<file path="config.mk">
export PLATFORM = sky130hd
export DESIGN_NAME = ais_payload_bitfield_reader
export DESIGN_NICKNAME = d
export VERILOG_FILES = /design/src/rtl/ais_bf_pkg.sv /design/src/rtl/ais_payload_bitfield_reader.sv /design/src/rtl/ais_bf_store.sv /design/src/rtl/ais_bf_unit.sv
export SDC_FILE = /design/constraint.sdc
export NUM_CORES = 2
export LEC_CHECK = 0
export BUFFER_PORTS_ARGS = -buffer_cell sky130_fd_sc_hd__buf_2
export CAP_MARGIN = 20
export CORE_ASPECT_RATIO = 0.8
export CORE_UTILIZATION = 40
export DETAILED_ROUTE_END_ITERATION = 8
export GPL_TIMING_DRIVEN = 1
export HOLD_SLACK_MARGIN = 0.08
export PLACE_DENSITY_LB_ADDON = 0.25
export SLEW_MARGIN = 20
export SYNTH_ARGS = -nofsm -noshare
export SYNTH_HDL_FRONTEND = slang
export SYNTH_SLANG_ARGS = --single-unit
</file>
<file path="constraint.sdc">
create_clock -name clk -period 8.6 [get_ports clk]
set_input_delay 0.43 -clock clk [delete_from_list [all_inputs] [get_ports clk]]
set_output_delay 0.43 -clock clk [all_outputs]
set_load 0.01 [all_outputs]
</file>
<file path="src/rtl/ais_bf_pkg.sv">
package ais_bf_pkg;

    localparam int MAX_SYMBOLS_DEF = 256;
    localparam int SYM_BITS        = 6;
    localparam int MAX_TEXT_CHARS  = 64;
    localparam int VALUE_W         = 32;

    // De-armouring: code minus the base, less the gap when above the limit
    localparam logic [7:0] ARMOR_BASE  = 8'd48;
    localparam logic [7:0] ARMOR_LIMIT = 8'd40;
    localparam logic [7:0] ARMOR_GAP   = 8'd8;

    // Divide by six: multiply by the reciprocal and shift, exact below 8192
    localparam int DIV6_MUL = 2731;
    localparam int DIV6_SH  = 14;

    typedef enum logic [1:0] {
        OP_LOAD = 2'd0,
        OP_NUM  = 2'd1,
        OP_TEXT = 2'd2,
        OP_NONE = 2'd3
    } op_t;

    typedef enum logic [1:0] {
        ST_OK    = 2'd0,
        ST_RANGE = 2'd1,
        ST_LONG  = 2'd2,
        ST_SPARE = 2'd3
    } status_t;

    typedef struct packed {
        logic [VALUE_W-1:0]  acc;
        logic [SYM_BITS-1:0] sym;
        logic [2:0]          off;
        logic [8:0]          rem;
        logic                fill;
    } bfu_req_t;

    typedef struct packed {
        logic [VALUE_W-1:0] acc;
        logic [2:0]         take;
        logic [2:0]         off;
        logic               adv;
    } bfu_rsp_t;

    function automatic logic [8:0] div6(input logic [10:0] v);
        logic [22:0] prod;
        prod = 23'(v) * 23'(DIV6_MUL);
        return prod[22:DIV6_SH];
    endfunction

endpackage

</file>
<file path="src/rtl/ais_payload_bitfield_reader.sv">
// Load request: taken while busy is low; a closing load shows its status in the next cycle.
// Numeric read: set-up, then the shift state walks each stored symbol the field touches;
//   zero-length and out-of-range reads end after set-up.
// Text read: set-up, then a check and shifts per character (just the check after the text ends).
// Reset clears the sequencer, symbol count, overflow flag and result strobe, not the store.
// One request at a time; results cannot be stalled by the receiver.
module ais_payload_bitfield_reader #(
    parameter int MAX_SYMBOLS = ais_bf_pkg::MAX_SYMBOLS_DEF
) (
    input  logic               clk,
    input  logic               rst_n,
    input  logic               start,
    output logic               busy,
    input  logic [1:0]         op,
    input  logic [7:0]         char_code,
    input  logic               first_char,
    input  logic               last_char,
    input  logic [10:0]        bit_start,
    input  logic [8:0]         bit_count,
    input  logic               want_signed,
    output logic               result_valid,
    output logic signed [31:0] field_value,
    output logic [6:0]         text_char,
    output logic [1:0]         status,
    output logic               last
);
    import ais_bf_pkg::*;

    // Widths: symbol count, store address, symbol index, payload bit positions
    localparam int CW = $clog2(MAX_SYMBOLS + 1);
    localparam int AW = (MAX_SYMBOLS > 1) ? $clog2(MAX_SYMBOLS) : 1;
    localparam int IW = (CW > 9) ? CW : 9;
    localparam int PW = $clog2(MAX_SYMBOLS * SYM_BITS + 1);
    localparam int EW = (PW > 12) ? PW : 12;

    typedef enum logic [3:0] {
        S_IDLE  = 4'b0001,
        S_PREP  = 4'b0010,
        S_CHAR  = 4'b0100,
        S_SHIFT = 4'b1000
    } state_t;

    state_t state_reg, state_next;

    // Request held for the length of a read
    logic               text_reg, text_next;
    logic               sgn_reg, sgn_next;
    logic [10:0]        start_reg, start_next;
    logic [8:0]         len_reg, len_next;

    // Walk position and accumulator
    logic [IW-1:0]      idx_reg, idx_next;
    logic [2:0]         off_reg, off_next;
    logic [8:0]         rem_reg, rem_next;
    logic [VALUE_W-1:0] acc_reg, acc_next;
    logic               fill_reg, fill_next;

    // Text bookkeeping
    logic [6:0]         left_reg, left_next;
    logic [EW-1:0]      cur_end_reg, cur_end_next;
    logic               ended_reg, ended_next;
    logic               tst_reg, tst_next;

    // Payload state
    logic [CW-1:0]      count_reg, count_next;
    logic               ovf_reg, ovf_next;

    // Result registers
    logic               valid_reg, valid_next;
    logic [VALUE_W-1:0] value_reg, value_next;
    logic [6:0]         char_reg, char_next;
    logic [1:0]         status_reg, status_next;
    logic               last_reg, last_next;

    // Store ports
    logic               wr_en;
    logic [AW-1:0]      wr_addr;
    logic [SYM_BITS-1:0] wr_data;
    logic               rd_en;
    logic [AW-1:0]      rd_addr;
    logic [SYM_BITS-1:0] rd_data;

    bfu_req_t           unit_req;
    bfu_rsp_t           unit_rsp;

    // Set-up arithmetic
    logic [8:0]         q_start;
    logic [2:0]         r_start;
    logic [8:0]         q_len;
    logic [2:0]         r_len;
    logic [IW-1:0]      idx_first;
    logic [EW-1:0]      bits_total;
    logic [EW-1:0]      num_end;
    logic [EW-1:0]      text_end;
    logic [6:0]         n_chars;

    // Shift-step results
    logic [8:0]         rem_step;
    logic [IW-1:0]      idx_step;
    logic               accept;
    logic [7:0]         armor_sub;
    logic [7:0]         sym_byte;

    ais_bf_store #(
        .DEPTH(MAX_SYMBOLS),
        .AW   (AW)
    ) u_store (
        .clk    (clk),
        .wr_en  (wr_en),
        .wr_addr(wr_addr),
        .wr_data(wr_data),
        .rd_en  (rd_en),
        .rd_addr(rd_addr),
        .rd_data(rd_data)
    );

    ais_bf_unit u_unit (
        .req(unit_req),
        .rsp(unit_rsp)
    );

    assign busy   = (state_reg != S_IDLE);
    assign accept = start && !busy;

    // Start and length split into symbol index and bit offset
    assign q_start   = div6(start_reg);
    assign r_start   = 3'(start_reg - 11'({q_start, 2'b00}) - 11'({q_start, 1'b0}));
    assign q_len     = div6({2'b00, len_reg});
    assign r_len     = 3'(len_reg - 9'({q_len, 2'b00}) - 9'({q_len, 1'b0}));
    assign idx_first = IW'(q_start);
    assign n_chars   = (q_len > 9'(MAX_TEXT_CHARS)) ? 7'(MAX_TEXT_CHARS) : q_len[6:0];

    // Payload length in bits is six times the symbol count
    assign bits_total = EW'({count_reg, 2'b00}) + EW'({count_reg, 1'b0});
    assign num_end    = EW'(start_reg) + EW'(len_reg);
    assign text_end   = EW'(start_reg) + EW'(len_reg) - EW'(r_len);

    // De-armour: code minus the base, less the gap above the limit
    assign armor_sub = (char_code > (ARMOR_BASE + ARMOR_LIMIT)) ? ARMOR_GAP : 8'd0;
    assign sym_byte  = char_code - ARMOR_BASE - armor_sub;

    assign unit_req.acc  = acc_reg;
    assign unit_req.sym  = rd_data;
    assign unit_req.off  = off_reg;
    assign unit_req.rem  = rem_reg;
    assign unit_req.fill = fill_reg;

    assign rem_step = rem_reg - 9'(unit_rsp.take);
    assign idx_step = idx_reg + IW'(unit_rsp.adv);

    always_comb
    begin
        logic [CW-1:0] c0;
        logic          o0;

        state_next   = state_reg;
        text_next    = text_reg;
        sgn_next     = sgn_reg;
        start_next   = start_reg;
        len_next     = len_reg;
        idx_next     = idx_reg;
        off_next     = off_reg;
        rem_next     = rem_reg;
        acc_next     = acc_reg;
        fill_next    = fill_reg;
        left_next    = left_reg;
        cur_end_next = cur_end_reg;
        ended_next   = ended_reg;
        tst_next     = tst_reg;
        count_next   = count_reg;
        ovf_next     = ovf_reg;

        valid_next   = 1'b0;
        value_next   = value_reg;
        char_next    = char_reg;
        status_next  = status_reg;
        last_next    = last_reg;

        wr_en   = 1'b0;
        wr_addr = '0;
        wr_data = sym_byte[SYM_BITS-1:0];
        rd_en   = 1'b0;
        rd_addr = '0;

        c0 = first_char ? '0 : count_reg;
        o0 = first_char ? 1'b0 : ovf_reg;

        case (state_reg)
            S_IDLE:
            begin
                if (accept)
                begin
                    case (op_t'(op))
                        OP_LOAD:
                        begin
                            // Store the symbol, or drop it once the store is full
                            if (!o0)
                            begin
                                if (c0 >= CW'(MAX_SYMBOLS))
                                begin
                                    o0 = 1'b1;
                                    c0 = '0;
                                end
                                else
                                begin
                                    wr_en   = 1'b1;
                                    wr_addr = c0[AW-1:0];
                                    c0      = c0 + CW'(1);
                                end
                            end
                            count_next = c0;
                            ovf_next   = o0;
                            if (last_char)
                            begin
                                valid_next  = 1'b1;
                                value_next  = '0;
                                char_next   = '0;
                                status_next = o0 ? ST_LONG : ST_OK;
                                last_next   = 1'b1;
                            end
                        end
                        OP_NUM, OP_TEXT:
                        begin
                            text_next  = (op_t'(op) == OP_TEXT);
                            sgn_next   = want_signed;
                            start_next = bit_start;
                            len_next   = bit_count;
                            state_next = S_PREP;
                        end
                        default:
                        begin
                            state_next = S_IDLE;
                        end
                    endcase
                end
            end

            S_PREP:
            begin
                // Fetch the first symbol while the checks settle
                rd_en     = 1'b1;
                rd_addr   = idx_first[AW-1:0];
                idx_next  = idx_first;
                off_next  = r_start;
                acc_next  = '0;
                if (!text_reg)
                begin
                    rem_next  = len_reg;
                    fill_next = sgn_reg;
                    if ((num_end > bits_total) || (len_reg == 9'd0))
                    begin
                        valid_next  = 1'b1;
                        value_next  = '0;
                        char_next   = '0;
                        status_next = (num_end > bits_total) ? ST_RANGE : ST_OK;
                        last_next   = 1'b1;
                        state_next  = S_IDLE;
                    end
                    else
                    begin
                        state_next = S_SHIFT;
                    end
                end
                else
                begin
                    left_next    = n_chars;
                    cur_end_next = EW'(start_reg) + EW'(SYM_BITS);
                    ended_next   = 1'b0;
                    tst_next     = (text_end > bits_total);
                    state_next   = (n_chars == 7'd0) ? S_IDLE : S_CHAR;
                end
            end

            S_CHAR:
            begin
                if (ended_reg || (cur_end_reg > bits_total))
                begin
                    // Text has ended or runs past the payload: emit a blank character without a fetch
                    ended_next   = 1'b1;
                    valid_next   = 1'b1;
                    value_next   = '0;
                    char_next    = '0;
                    status_next  = tst_reg ? ST_RANGE : ST_OK;
                    last_next    = (left_reg == 7'd1);
                    left_next    = left_reg - 7'd1;
                    cur_end_next = cur_end_reg + EW'(SYM_BITS);
                    state_next   = (left_reg == 7'd1) ? S_IDLE : S_CHAR;
                end
                else
                begin
                    rem_next   = 9'(SYM_BITS);
                    acc_next   = '0;
                    fill_next  = 1'b0;
                    state_next = S_SHIFT;
                end
            end

            S_SHIFT:
            begin
                // Take the field bits from one symbol; fetch the symbol the next step needs
                acc_next  = unit_rsp.acc;
                off_next  = unit_rsp.off;
                idx_next  = idx_step;
                rem_next  = rem_step;
                fill_next = 1'b0;
                rd_en     = 1'b1;
                rd_addr   = idx_step[AW-1:0];
                if (rem_step == 9'd0)
                begin
                    valid_next = 1'b1;
                    if (!text_reg)
                    begin
                        value_next  = unit_rsp.acc;
                        char_next   = '0;
                        status_next = ST_OK;
                        last_next   = 1'b1;
                        state_next  = S_IDLE;
                    end
                    else
                    begin
                        value_next = '0;
                        if (unit_rsp.acc[SYM_BITS-1:0] == '0)
                        begin
                            ended_next = 1'b1;
                            char_next  = '0;
                        end
                        else
                        begin
                            // Codes below 32 move up into the letters
                            char_next = {~unit_rsp.acc[SYM_BITS-1],
                                         unit_rsp.acc[SYM_BITS-1:0]};
                        end
                        status_next  = tst_reg ? ST_RANGE : ST_OK;
                        last_next    = (left_reg == 7'd1);
                        left_next    = left_reg - 7'd1;
                        cur_end_next = cur_end_reg + EW'(SYM_BITS);
                        state_next   = (left_reg == 7'd1) ? S_IDLE : S_CHAR;
                    end
                end
            end

            default:
            begin
                state_next = S_IDLE;
            end
        endcase
    end

    always_ff @(posedge clk or negedge rst_n)
    begin
        if (!rst_n)
        begin
            state_reg <= S_IDLE;
            count_reg <= '0;
            ovf_reg   <= 1'b0;
            valid_reg <= 1'b0;
        end
        else
        begin
            state_reg <= state_next;
            count_reg <= count_next;
            ovf_reg   <= ovf_next;
            valid_reg <= valid_next;
        end
    end

    always_ff @(posedge clk)
    begin
        text_reg    <= text_next;
        sgn_reg     <= sgn_next;
        start_reg   <= start_next;
        len_reg     <= len_next;
        idx_reg     <= idx_next;
        off_reg     <= off_next;
        rem_reg     <= rem_next;
        acc_reg     <= acc_next;
        fill_reg    <= fill_next;
        left_reg    <= left_next;
        cur_end_reg <= cur_end_next;
        ended_reg   <= ended_next;
        tst_reg     <= tst_next;
        value_reg   <= value_next;
        char_reg    <= char_next;
        status_reg  <= status_next;
        last_reg    <= last_next;
    end

    assign result_valid = valid_reg;
    assign field_value  = $signed(value_reg);
    assign text_char    = char_reg;
    assign status       = status_reg;
    assign last         = last_reg;

    // Sequencer stays one-hot
    assert property (@(posedge clk) disable iff (!rst_n)
        $onehot(state_reg))
    else $error("sequencer state not one-hot");

    // Symbol count never passes the store depth
    assert property (@(posedge clk) disable iff (!rst_n)
        count_reg <= CW'(MAX_SYMBOLS))
    else $error("symbol count beyond store depth");

    // A shift step always has bits left to take, at a legal offset
    assert property (@(posedge clk) disable iff (!rst_n)
        (state_reg == S_SHIFT) |-> ((rem_reg != 9'd0) && (off_reg < 3'd6)))
    else $error("shift step with nothing to take or bad offset");

    // A too-long status comes only from a load taken in the idle state
    assert property (@(posedge clk) disable iff (!rst_n)
        (valid_reg && (status_reg == ST_LONG)) |-> $past(accept && (op == OP_LOAD)))
    else $error("too-long status without a load request");

    // A read request always enters set-up next
    assert property (@(posedge clk) disable iff (!rst_n)
        (accept && ((op == OP_NUM) || (op == OP_TEXT))) |=> (state_reg == S_PREP))
    else $error("read request did not enter set-up");

endmodule

</file>
<file path="src/rtl/ais_bf_store.sv">
module ais_bf_store #(
    parameter int DEPTH = ais_bf_pkg::MAX_SYMBOLS_DEF,
    parameter int AW    = 8
) (
    input  logic                          clk,
    input  logic                          wr_en,
    input  logic [AW-1:0]                 wr_addr,
    input  logic [ais_bf_pkg::SYM_BITS-1:0] wr_data,
    input  logic                          rd_en,
    input  logic [AW-1:0]                 rd_addr,
    output logic [ais_bf_pkg::SYM_BITS-1:0] rd_data
);
    import ais_bf_pkg::*;

    logic [SYM_BITS-1:0] mem [DEPTH];
    logic [SYM_BITS-1:0] rd_data_reg;

    always_ff @(posedge clk)
    begin
        if (wr_en)
        begin
            mem[wr_addr] <= wr_data;
        end
        if (rd_en)
        begin
            rd_data_reg <= mem[rd_addr];
        end
    end

    assign rd_data = rd_data_reg;

endmodule

</file>
<file path="src/rtl/ais_bf_unit.sv">
module ais_bf_unit (
    input  ais_bf_pkg::bfu_req_t req,
    output ais_bf_pkg::bfu_rsp_t rsp
);
    import ais_bf_pkg::*;

    // Shift in the field bits that lie in one symbol, from the offset on
    always_comb
    begin
        logic [2:0]          avail;
        logic [2:0]          take;
        logic [SYM_BITS-1:0] masked;
        logic [SYM_BITS-1:0] chunk;
        logic [SYM_BITS-1:0] aligned;
        logic [VALUE_W-1:0]  base;
        logic [2:0]          off_sum;

        avail   = 3'd6 - req.off;
        take    = (req.rem < 9'(avail)) ? req.rem[2:0] : avail;
        masked  = req.sym & (6'h3F >> req.off);
        chunk   = masked >> (avail - take);
        aligned = req.sym << req.off;
        base    = (req.fill && aligned[SYM_BITS-1]) ? '1 : req.acc;
        off_sum = req.off + take;

        rsp.acc  = (base << take) | VALUE_W'(chunk);
        rsp.take = take;
        rsp.adv  = (off_sum == 3'd6);
        rsp.off  = (off_sum == 3'd6) ? 3'd0 : off_sum;
    end

endmodule

</file>
==> flow_summary.toml <==
[routing]
drc = 0
drtPass1Iterations = 7
vias = 49600
vias_per_instance = 5.86
antenna_violating_nets_post_route = 0
wire_length_per_cell_um = 27.3
initialDrtViolationCount = 6504
drt-total-wl_um = 231000

[timing]
measured_slew_at_the_worst_slew_check_pin_ns = 1.17
rsz0062_at_grt = "no"
final-hold-violation-count = 0
min_period_over_period_pct = 93.1
fin_hold_ws_ns = 0.141
finalSetupTns_ns = 0
slew_headroom_pct = 22.2
final_period_minus_worst_setup_slack_ns = 8.00
worst_clock_skew_ns = 0.0424
fmax_mhz = 125
timing.final.setup_violations = 0
number_of_slew_limit_violations_in_the_final_report = 0

[global_route]
grt_start_max_net_pins = 192
antenna_violations_before_repair = 10
grt_first_pass_wirelength_um = 337000
vias_in_the_first_global_route = 47600
grt_usage_pct = 23.8
globalRouteOverflowTotal = 0

[cts]
h-tree-depth = 4
cts_hold_buf = 29
ctsLongestPathBuffers = 3
tritoncts_clock_tree = "yes"
cts_resized = 0
cts.root.buffer_cell = "clkbuf_16"
post_cts.repair.setup_buffers = 0
clk_sink_count = 1695
clock_insertion_delay_worst_skew_ns = 0.82
number_of_buffers_inserted_during_clock_tree_synthesis = 168
worst_setup_hold_path_clk_slew_ns = 0.07

[logic_synthesis]
netlist_area_sq_um = 76300
yosysTopAreaCell = "edfxtp_1"
synth.lib_cells_used.distinct = 105
synth_enable_flop_cells = 1680
synthTopCellsByArea = "edfxtp_1 66%, nand2_1 5.1%, ha_1 3.2%"
ys.flop_type = "edfxtp_1"
synth_top_area_share_pct = 66.2
post_synth_inst_count = 5663
synth_fp_nets = 5959
postSynth.asyncResetShare_pct = 0.885
yosys_warnings = 0
synth.yosys.seq_area_share_pct = 66.7
syn_area_per_cell_sq_um = 13.5
register_bit_total_from_synthesis = 1695

[cells_and_area]
fill_cells = 16700
final_layout_size_suffix_gt1_share_pct = 11.3
largest_register_ff_count = 1536
syn2layout_area_growth_pct = 12.5
final_nets = 6086

[job]
max-cap-violations = 0

[status]
outcome = "completed"

[power]
power.net_switching_mw = 6.87
switching_share_pct = 30.7
irDropWorstVdd_uv = 329
sequential_power_share_pct = 42.5
p_per_area_nw_per_um2 = 261
power_leakage_nw = 30.0
combPwrFrac_pct = 24.2
p_clk_share_pct = 33.3
cellInternalPower_mw = 15.5

[floorplan]
floorplan.rows = 142
die_x_um = 490
design.die.area_sq_um = 192000
io-pin-count = 80
dieHeight_um = 393
start_util_pct = 40.5
core_outline_area_sq_um = 188000

[critical_path]
critPathMaxFanout = 46
worst-setup-path-type = "reg2reg"
worstPathArrival_ns = 8.55
start_kind = "flop"
crit-reg2reg-launch = "off_reg[0]"
r2r_cells = 25
critical_path.endpoint_type = "flop"
crit_required_ns = 9.15
setup.worst_path.start = "off_reg[0]"

[placed_design]
global_placer_s_final_weighted_congestion = 0.892
io_buffers = 79
dp_hpwl_um = 146000

[min_path]
timing.hold.worst.class = "in2async"
## per-layer routing
layer | up-vias | part of all wire, % | GRT usage [%]
li1 | 21500 | - | -
met1 | 25200 | 44 | 34.8
met2 | 2570 | 43 | 34.5
met3 | 383 | 11 | 6.34
met4 | 6 | 2.6 | 6.87
met5 | - | 0.021 | 0
## cell usage in the layout, fill, tap and decap left out, drive strengths merged, types with 34 or more instances in the layout
| cell type | count |
|---|---|
| edfxtp | 1680 |
| nand2 | 1034 |
| nand3 | 405 |
| nor2 | 404 |
| buf | 255 |
| mux2i | 244 |
| clkbuf | 206 |
| ha | 198 |
| inv | 155 |
| a21oi | 150 |
| mux4 | 88 |
| o21ai | 88 |
| nand4 | 74 |
| clkinv | 72 |
| fa | 62 |
| nor3 | 62 |
| a31oi | 56 |
| and3 | 54 |
| xnor2 | 51 |
| a32oi | 48 |
| a21o | 34 |
## worst paths after layout
| kind | endpoint | slack, ns |
|---|---|---|
| max in group asynchronous | count_reg[2] | 7.28 |
| min reg2reg | ovf_reg | 0.57 |
| max | u_store.rd_data[4] | 0.60 |
| min | state_reg[0] | 0.14 |
| min in group clk | u_store.mem[174][1] | 0.18 |
| max reg2reg | u_store.rd_data[4] | 0.60 |
## cell usage after synthesis, types with 55 or more instances
cell type and count:
edfxtp_1 1680, a31oi_1 55, inv_1 145, buf_2 103
o21ai_0 84, a21oi_1 149, nand3_1 405, mux4_2 88
fa_1 62, nor2_1 398, nor3_1 61, mux2i_1 244
nand2_1 1033, ha_1 198, clkbuf_1 124, nand4_1 74
## kinds of logic after synthesis
| kind of cell | after synthesis | share of synthesized area [%] |
|---|---|---|
| buffers and inverters | 475 | 3.18 |
| AND/OR/NAND/NOR | 2156 | 12.4 |
| flip-flops | 1695 | 66.7 |
| XOR/XNOR | 83 | 0.953 |
| adder cells (fa/ha/maj) | 260 | 4.88 |
| AO/OA/AOI/OAI | 646 | 5.89 |
| multiplexers | 348 | 6.04 |
## critical path: stages, from the launching register on
cell and delay, ns:
edfxtp_1 0.53, ha_1 0.26, inv_1 0.05, ha_1 0.25
ha_1 0.29, inv_1 0.04, o211ai_1 0.50, mux2i_4 0.32
inv_1 0.17, ha_1 0.22, inv_1 0.07, fa_1 0.44
nand2b_1 0.17, nor2_1 0.27, ha_1 0.32, ha_1 0.26
nand2_1 0.12, nand2_1 0.21, nor3_4 0.90, buf_12 0.34
mux2i_1 0.17, mux2i_1 0.46, o21ai_0 0.13, a2111oi_0 0.52
o41a_1 0.52, nor4_1 0.12
## metrics by stage
step,setup slack [ns],instances,cell area [sq um],total power [mW],utilization (%)
global route,0.185,8450,85800,23.3,45.6
global placement,0.568,8110,80000,15.0,42.5
detailed placement,0.711,8111,80000,15.0,42.5
finish,0.597,8455,85800,22.4,45.6
CTS,0.677,8449,85800,22.4,45.5
floorplan,1.72,5663,76300,13.3,-
## area by class of cell
type                    instances  area [sq um]  share of cell area [%]
clock buffers                 204          4380                    5.11
well taps                    2520          3150                    3.67
diodes                          6          15.0                  0.0175
flip-flops and latches       1695         50800                    59.2
inverters                     146           548                   0.639
clock inverters               105          1100                    1.28
repair buffers                286          2460                    2.86
multi-input cells            3493         23300                    27.2
## power groups by stage
stage	Combinational (mW)	Clock, mW	Sequential, mW
after floorplan	3.55	0	9.74
after global placement	5.29	0	9.68
after detailed placement	5.32	0	9.68
after CTS	5.36	7.52	9.50
after global routing	5.93	7.83	9.51
final	5.41	7.44	9.51
Power figures use the tool's default switching activity.
